$ cat src/hw/rtl/crb_pkg.sv
// ============================================================================
// crb_pkg: shared definitions for the clipped rectangle blit core
// Field widths, screen size limits, configuration register indexes and small
// helper functions for clamping sizes and forming the row stride.
// ============================================================================
package crb_pkg;

  // Field and register widths.
  localparam int PIXEL_W    = 24;
  localparam int OFFSET_W   = 27;
  localparam int SW_W       = 14;
  localparam int SH_W       = 13;
  localparam int COL_W      = 13;
  localparam int ROW_W      = 12;
  localparam int STRIDE_W   = 15;
  localparam int CFG_IDX_W  = 3;
  localparam int CFG_DATA_W = 14;

  // Largest screen (and rectangle) size that the block addresses.
  localparam logic [SW_W-1:0] MAX_SCREEN_WIDTH  = 14'd8192;
  localparam logic [SH_W-1:0] MAX_SCREEN_HEIGHT = 13'd4096;

  // Configuration register indexes.
  typedef enum logic [CFG_IDX_W-1:0] {
    REG_SCREEN_WIDTH  = 3'd0,
    REG_SCREEN_HEIGHT = 3'd1,
    REG_DEST_COL      = 3'd2,
    REG_DEST_ROW      = 3'd3,
    REG_RECT_WIDTH    = 3'd4,
    REG_RECT_HEIGHT   = 3'd5
  } cfg_reg_t;

  // Limit a width to the largest screen width.
  function automatic logic [SW_W-1:0] cap_width(input logic [SW_W-1:0] v);
    return (v > MAX_SCREEN_WIDTH) ? MAX_SCREEN_WIDTH : v;
  endfunction

  // Limit a height to the largest screen height.
  function automatic logic [SH_W-1:0] cap_height(input logic [SH_W-1:0] v);
    return (v > MAX_SCREEN_HEIGHT) ? MAX_SCREEN_HEIGHT : v;
  endfunction

  // Rectangle width: zero acts as one, then limited.
  function automatic logic [SW_W-1:0] clamp_width(input logic [SW_W-1:0] v);
    return (v == '0) ? SW_W'(1) : cap_width(v);
  endfunction

  // Rectangle height: zero acts as one, then limited.
  function automatic logic [SH_W-1:0] clamp_height(input logic [SH_W-1:0] v);
    return (v == '0) ? SH_W'(1) : cap_height(v);
  endfunction

  // Row stride in bytes: three bytes per pixel, formed as a shift and an add.
  function automatic logic [STRIDE_W-1:0] stride_of(input logic [SW_W-1:0] w);
    return {w, 1'b0} + {1'b0, w};
  endfunction

endpackage

$ cat src/hw/rtl/clipped_rectangle_blit_core.sv
// ============================================================================
// clipped_rectangle_blit_core: place an RGB24 rectangle into a framebuffer
// Turns a row-ordered stream of source pixels into framebuffer writes with a
// byte offset, a write enable that clips off-screen pixels, and a last mark.
// ============================================================================
// Usage:
//   The configuration channel (cfg_valid/cfg_ready, cfg_index, cfg_data) sets
//   screen size, destination origin and rectangle size. It is always ready
//   and must only be written while no word is in flight. Indexes past the
//   register list are accepted and ignored.
//   Source pixels enter on in_valid/in_ready in row order; each accepted word
//   yields exactly one result word on out_valid/out_ready in the next cycle.
//   Throughput is one word per cycle unless stalled: the whole per-pixel
//   computation is one add/compare stage between the input and the result
//   register. The origin base (stride times destination row) is multiplied
//   at configuration time. When the receiver stalls, the result register
//   holds its word and in_ready stays high only if that word is taken in
//   the same cycle. Synchronous reset restores the register defaults (1x1
//   screen and rectangle at the origin), clears the column, row and row-base
//   counters and empties the result register.
// ============================================================================
module clipped_rectangle_blit_core (
  input  logic                                  clk,
  input  logic                                  rst,
  // Configuration write channel.
  input  logic                                  cfg_valid,
  output logic                                  cfg_ready,
  input  logic [crb_pkg::CFG_IDX_W-1:0]         cfg_index,
  input  logic [crb_pkg::CFG_DATA_W-1:0]        cfg_data,
  // Source pixel channel.
  input  logic                                  in_valid,
  output logic                                  in_ready,
  input  logic [crb_pkg::PIXEL_W-1:0]           pixel_in,
  // Framebuffer write channel.
  output logic                                  out_valid,
  input  logic                                  out_ready,
  output logic                                  write_enable,
  output logic [crb_pkg::OFFSET_W-1:0]          byte_offset,
  output logic [crb_pkg::PIXEL_W-1:0]           pixel_out,
  output logic                                  last
);
  import crb_pkg::*;

  // Configuration registers; sizes are stored already clamped.
  logic [SW_W-1:0]     scr_w;
  logic [SH_W-1:0]     scr_h;
  logic [COL_W-1:0]    dest_col;
  logic [ROW_W-1:0]    dest_row;
  logic [SW_W-1:0]     rect_w;
  logic [SH_W-1:0]     rect_h;
  logic [STRIDE_W-1:0] stride;
  logic [OFFSET_W-1:0] origin_base;

  // Position counters.
  logic [COL_W-1:0]    col_count;
  logic [ROW_W-1:0]    row_count;
  logic [OFFSET_W-1:0] row_base;

  logic cfg_fire;
  logic in_fire;

  // Configuration write datapath signals.
  logic [SW_W-1:0]     scr_w_wr;
  logic [STRIDE_W-1:0] stride_wr;
  logic [STRIDE_W-1:0] mul_a;
  logic [ROW_W-1:0]    mul_b;
  logic [OFFSET_W-1:0] origin_base_next;

  // Per-pixel datapath signals.
  logic [SW_W-1:0]     col_sum;
  logic [SH_W-1:0]     row_sum;
  logic [SW_W-1:0]     col_inc;
  logic [SH_W-1:0]     row_inc;
  logic [15:0]         col_bytes;
  logic [OFFSET_W-1:0] offset_sum;
  logic                origin_ok;
  logic                we_next;
  logic                row_end;
  logic                last_next;

  assign cfg_ready = 1'b1;
  assign cfg_fire  = cfg_valid && cfg_ready;
  assign in_ready  = !out_valid || out_ready;
  assign in_fire   = in_valid && in_ready;

  // One shared multiplier forms the origin base from stride and destination
  // row, taking the new value of whichever of the two is being written.
  always_comb begin
    scr_w_wr  = cap_width(cfg_data[SW_W-1:0]);
    stride_wr = stride_of(scr_w_wr);
    mul_a     = (cfg_reg_t'(cfg_index) == REG_SCREEN_WIDTH) ? stride_wr : stride;
    mul_b     = (cfg_reg_t'(cfg_index) == REG_DEST_ROW) ? cfg_data[ROW_W-1:0] : dest_row;
    origin_base_next = OFFSET_W'(mul_a) * OFFSET_W'(mul_b);
  end

  // Configuration registers.
  always_ff @(posedge clk) begin
    if (rst) begin
      scr_w       <= SW_W'(1);
      scr_h       <= SH_W'(1);
      dest_col    <= '0;
      dest_row    <= '0;
      rect_w      <= SW_W'(1);
      rect_h      <= SH_W'(1);
      stride      <= stride_of(SW_W'(1));
      origin_base <= '0;
    end else if (cfg_fire) begin
      case (cfg_reg_t'(cfg_index))
        REG_SCREEN_WIDTH: begin
          scr_w       <= scr_w_wr;
          stride      <= stride_wr;
          origin_base <= origin_base_next;
        end
        REG_SCREEN_HEIGHT: scr_h <= cap_height(cfg_data[SH_W-1:0]);
        REG_DEST_COL:      dest_col <= cfg_data[COL_W-1:0];
        REG_DEST_ROW: begin
          dest_row    <= cfg_data[ROW_W-1:0];
          origin_base <= origin_base_next;
        end
        REG_RECT_WIDTH:    rect_w <= clamp_width(cfg_data[SW_W-1:0]);
        REG_RECT_HEIGHT:   rect_h <= clamp_height(cfg_data[SH_W-1:0]);
        default: ;
      endcase
    end
  end

  // Clipping, end-of-row detection and byte offset for the incoming pixel.
  always_comb begin
    col_sum   = {1'b0, dest_col} + {1'b0, col_count};
    row_sum   = {1'b0, dest_row} + {1'b0, row_count};
    origin_ok = ({1'b0, dest_col} < scr_w) && ({1'b0, dest_row} < scr_h);
    we_next   = origin_ok && (col_sum < scr_w) && (row_sum < scr_h);
    col_inc   = {1'b0, col_count} + SW_W'(1);
    row_inc   = {1'b0, row_count} + SH_W'(1);
    row_end   = col_inc >= rect_w;
    last_next = row_end && (row_inc >= rect_h);
    col_bytes = {1'b0, col_sum, 1'b0} + {2'b00, col_sum};
    offset_sum = origin_base + row_base + OFFSET_W'(col_bytes);
  end

  // Position counters advance on every accepted word.
  always_ff @(posedge clk) begin
    if (rst) begin
      col_count <= '0;
      row_count <= '0;
      row_base  <= '0;
    end else if (in_fire) begin
      if (last_next) begin
        col_count <= '0;
        row_count <= '0;
        row_base  <= '0;
      end else if (row_end) begin
        col_count <= '0;
        row_count <= row_count + ROW_W'(1);
        row_base  <= row_base + OFFSET_W'(stride);
      end else begin
        col_count <= col_count + COL_W'(1);
      end
    end
  end

  // Result register: valid bit under reset, payload loaded on acceptance.
  always_ff @(posedge clk) begin
    if (rst) begin
      out_valid <= 1'b0;
    end else if (in_fire) begin
      out_valid <= 1'b1;
    end else if (out_ready) begin
      out_valid <= 1'b0;
    end
  end

  always_ff @(posedge clk) begin
    if (in_fire) begin
      write_enable <= we_next;
      byte_offset  <= we_next ? offset_sum : '0;
      pixel_out    <= pixel_in;
      last         <= last_next;
    end
  end

  // A clipped word never carries an offset.
  a_clip_offset_zero: assert property (@(posedge clk) disable iff (rst)
    out_valid && !write_enable |-> byte_offset == '0)
    else $error("clipped word carries a nonzero byte offset");

  // The final pixel of a rectangle restarts all position counters.
  a_last_restarts: assert property (@(posedge clk) disable iff (rst)
    in_fire && last_next |=> col_count == '0 && row_count == '0 && row_base == '0)
    else $error("counters did not restart after the last pixel");

  // The result word shows the last mark of the pixel that was accepted.
  a_last_follows: assert property (@(posedge clk) disable iff (rst)
    in_fire |=> out_valid && last == $past(last_next))
    else $error("result word lost its last mark");

  // A free receiver never stalls the source side.
  a_no_false_stall: assert property (@(posedge clk) disable iff (rst)
    out_ready |-> in_ready)
    else $error("input stalled while the output was free");

  // Reset empties the result register.
  a_reset_empty: assert property (@(posedge clk)
    rst |=> !out_valid)
    else $error("result word present right after reset");

endmodule
$ cat config.mk
export PLATFORM = sky130hd
export DESIGN_NAME = clipped_rectangle_blit_core
export DESIGN_NICKNAME = d
export VERILOG_FILES = /design/src/hw/rtl/crb_pkg.sv /design/src/hw/rtl/clipped_rectangle_blit_core.sv
export SDC_FILE = /design/constraint.sdc
export NUM_CORES = 1
export LEC_CHECK = 0
export BUFFER_PORTS_ARGS = -buffer_cell sky130_fd_sc_hd__buf_2
export CAP_MARGIN = 25
export CORE_UTILIZATION = 38
export DETAILED_ROUTE_END_ITERATION = 10
export PLACE_DENSITY_LB_ADDON = 0.3
export SKIP_CTS_REPAIR_TIMING = 1
export SYNTH_ARGS = -nofsm -noshare
export SYNTH_HDL_FRONTEND = slang
export SYNTH_SLANG_ARGS = --single-unit
$ cat constraint.sdc
create_clock -name clk -period 9.65 [get_ports clk]
set_input_delay 1.93 -clock clk [delete_from_list [all_inputs] [get_ports clk]]
set_output_delay 1.93 -clock clk [all_outputs]
set_load 0.005 [all_outputs]
==> summary.txt <==
Floorplanning
  • Core Region: 55100 sq um
  • Initial Util: 0.385
  • Num rows: 86
  • Chip height: 238 um
  • Die ar.: between 50000 and 60000 sq um
  • IO Pins: between 100 and 150
  • Die width: 238 um

Cells and area
  • # nets final: 3027
  • Post-route insts no fill: 3345
  • Fill cells: 5473
  • Fin area: 23800 sq um
  • Most frequent cells in the layout: 311 x inv_1, 270 x nand2_1, 241 x ha_1
  • Area delta synth->final: 12.2%
  • Share of cells above drive strength 1: 0.106
  • Commonest non-fill, non-tap cell in the layout: inv_1
  • ANT cells: 0

Synthesis
  • Mapped Nets: 2910
  • Post-synth EDFFs: 53
  • Syn_area_per_cell: 8.63 sq um
  • Top FF cell, synth: dfxtp_1
  • Yosys cell types: 89
  • Sequential share of the synthesized area: 0.239
  • Synth warn: 0
  • #FFs+latches synth: 227
  • Netlist Area Pre-Place: 21200 sq um
  • Share of synthesized registers carrying an async set or reset: 0
  • Gate Count Post-Synth: 2460

Setup path
  • CP endpoint kind: register
  • R2R Path End: byte_offset[21]
  • Reg2reg start: dest_col[0]
  • Worst EP arrival: 9500 ps
  • Critical path required time: a little over 10000 ps
  • Critical path class: input pin to register
  • CP dominant cell by count: fa_1
  • Worst Setup SP: cfg_data[3]
  • Crit path max fanout: 7
  • CP startpoint kind: input pin
  • Worst setup path end: origin_base[24]
  • Worst path max stage delay: 550 ps
  • Critical Path Slowest Stage Cell: fa_1
  • R2R cell count: 20
  • Reg2reg setup slack: roughly 3500 ps

Global route
  • Busiest layer in global routing: met2
  • Total gr overflow: 0
  • Global-route track usage on met1: 0.309
  • Met2 Resource Use GR: 0.358
  • Overall global routing resource usage: 0.223
  • Vias in the first global route: 18100
  • Largest net degree at the start of global routing: between 60 and 70
  • First-pass GRT wire length: 100 mm
  • Met3 Track Usage GR: 0.0265
  • Initial antenna violation count: 0

Route
  • Post-DRT Antenna Nets: 0
  • Drt total wl: 62.7 mm
  • Total number of vias: about 18000
  • Drt drc: 0
  • 1st-pass router iterations: 5
  • Vias per cell: 5.42
  • Starting DRT DRC Count: 1346
  • Avg WL per Cell: approximately 19 um

Clock tree
  • Clock-pin slew on the worst setup and hold paths: 70 ps
  • Worst-Skew Late Latency: 560 ps
  • Clock Sinks: 227
  • CTS tree: done
  • Clock Tree Buf Depth: 3
  • H-tree levels: 1
  • Root buffer cell: clkbuf_16
  • TritonCTS Buffers: 27

Pwr
  • Leakage: roughly 11 nW
  • Sequential power share: 0.371
  • P_sw: 0.000891 W
  • Combinational fraction of design power: 0.252
  • Clock group share of total power: 0.378
  • VDD IR max: between 100 and 150 uV
  • Net Sw Frac: 0.320
  • Power Dens Cells: 117 nW/um^2
  • Internal: between 0.0015 and 0.002 W

Placement
  • Place WS: 114 ps
  • Post-DP HPWL: between 40 and 50 mm
  • GPL Wtd Cong: between 0.9 and 1
  • Port Buffers: 100
  • Inst Count DP: 3295
  • DP Area: 22900 sq um

Flow run
  • MaxCap Viol Count: 0

Min path
  • Hold WC Path Type: register to register

Timing
  • Clk_skew: approximately 28 ps
  • Slew @ Worst Pin: 1030 ps
  • Final Hold Viols: 0
  • Final period util: 0.939
  • Final worst setup slack: 591 ps
  • Fin Setup TNS: 0 ps
  • Final hold slack: 460 ps
  • Setup violations, final: 0
  • Slew Limit Fails: 0
  • Tmin final: 9060 ps
  • Unrepaired setup endpoints after global routing: no
  • Slew HR: 0.309
  • Maximum clock rate: 110 MHz

Outcome
  • Status: complete, no violations
[cell families after synthesis]
logic type | after synthesis | synth area share
AO/OA/AOI/OAI | 483 | 0.154
XOR/XNOR | 87 | 0.0359
adder cells (fa/ha/maj) | 404 | 0.296
buffers and inverters | 400 | 0.0728
flip-flops | 227 | 0.239
multiplexers | 45 | 0.0219
other | 1 | 0.000177
AND/OR/NAND/NOR | 813 | 0.180
[worst min path at each step]
stage                     startpoint  slack [ps]   endpoint  cells after the start
after global placement     scr_w[12]         450  scr_w[12]                      2
after CTS                   scr_w[1]         460   scr_w[1]                      2
after global routing        scr_w[1]         470   scr_w[1]                      2
after floorplan             scr_w[0]         430   scr_w[0]                      2
final                       scr_w[1]         460   scr_w[1]                      2
after detailed placement    scr_w[1]         450   scr_w[1]                      2
[registers in the layout, summed over array words and instances (netlist names)]
register,count
byte_offset,27
col_count,13
dest_col,13
dest_row,12
last,1
origin_base,27
out_valid,1
pixel_out,24
rect_h,13
rect_w,14
row_base,27
row_count,12
scr_h,13
scr_w,14
stride,15
write_enable,1
[per-stage QoR]
stage,power (W),utilization
2_1_floorplan,0.00149,-
3_3_place_gp,0.00173,0.415
3_5_place_dp,0.00174,0.415
4_1_cts,0.00280,0.432
5_1_grt,0.00293,0.432
6_report,0.00278,0.432
[power by group through the flow]
stage / Clock (W) / Combinational, W / Sequential, W
4_1_cts: 0.00107 / 0.000697 / 0.00103
6_report: 0.00105 / 0.000700 / 0.00103
3_3_place_gp: 0 / 0.000678 / 0.00105
5_1_grt: 0.00112 / 0.000778 / 0.00103
2_1_floorplan: 0 / 0.000447 / 0.00104
3_5_place_dp: 0 / 0.000691 / 0.00105
[synthesized netlist by cell type, types with 12 or more instances]
master      n  area share
edfxtp_1   53       0.075
a21o_1     31       0.011
mux2i_1    33       0.016
nand2_1   270       0.048
nand4_1    21      0.0062
a21oi_1   154       0.036
nand2b_1   15      0.0044
dfxtp_1   174        0.16
nor2_1    229       0.041
ha_1      241        0.14
fa_1      163        0.15
mux2_2     12      0.0064
a22oi_1    29       0.010
xnor2_1    64       0.026
or3_1      19      0.0056
and2_1     18      0.0053
nor3_1     45       0.011
a211oi_1   29       0.010
o21bai_1   14      0.0050
nand3_1    63       0.015
o21ai_0    53       0.012
nor3b_1    13      0.0046
and3_1     23      0.0068
nor4_1     24      0.0071
o21a_1     23      0.0081
nor2b_1    28      0.0083
a22o_1     16      0.0066
clkbuf_1   68       0.012
o31ai_1    12      0.0042
a31oi_1    16      0.0047
xor2_1     23      0.0095
inv_1     311       0.055
[worst max-delay path, delay by kind of cell]
family,cells,cell delay [ps]
adders and majority gates,7,3170
AOI/OAI and AO/OA,9,2360
and+or+nand+nor,6,1190
buffers and inverters,5,400
muxes,1,230
xor gates and xnor gates,1,210
[metal layers]
metal	up-vias	wire length, um
met2	595	27800
met3	121	3960
met5	-	0
met4	0	2230
met1	8705	28700
li1	8711	-
[cell type report]
type | count | area [sq um] | area share
clock buffer | 34 | 742 | 0.0312
timing repair buffer | 176 | 1090 | 0.0460
sequential | 227 | 5070 | 0.213
multi-input combinational | 1833 | 14600 | 0.614
tap | 748 | 936 | 0.0393
inverter | 312 | 1170 | 0.0492
clock inverter | 15 | 165 | 0.00694
Power figures use the tool's default switching activity.
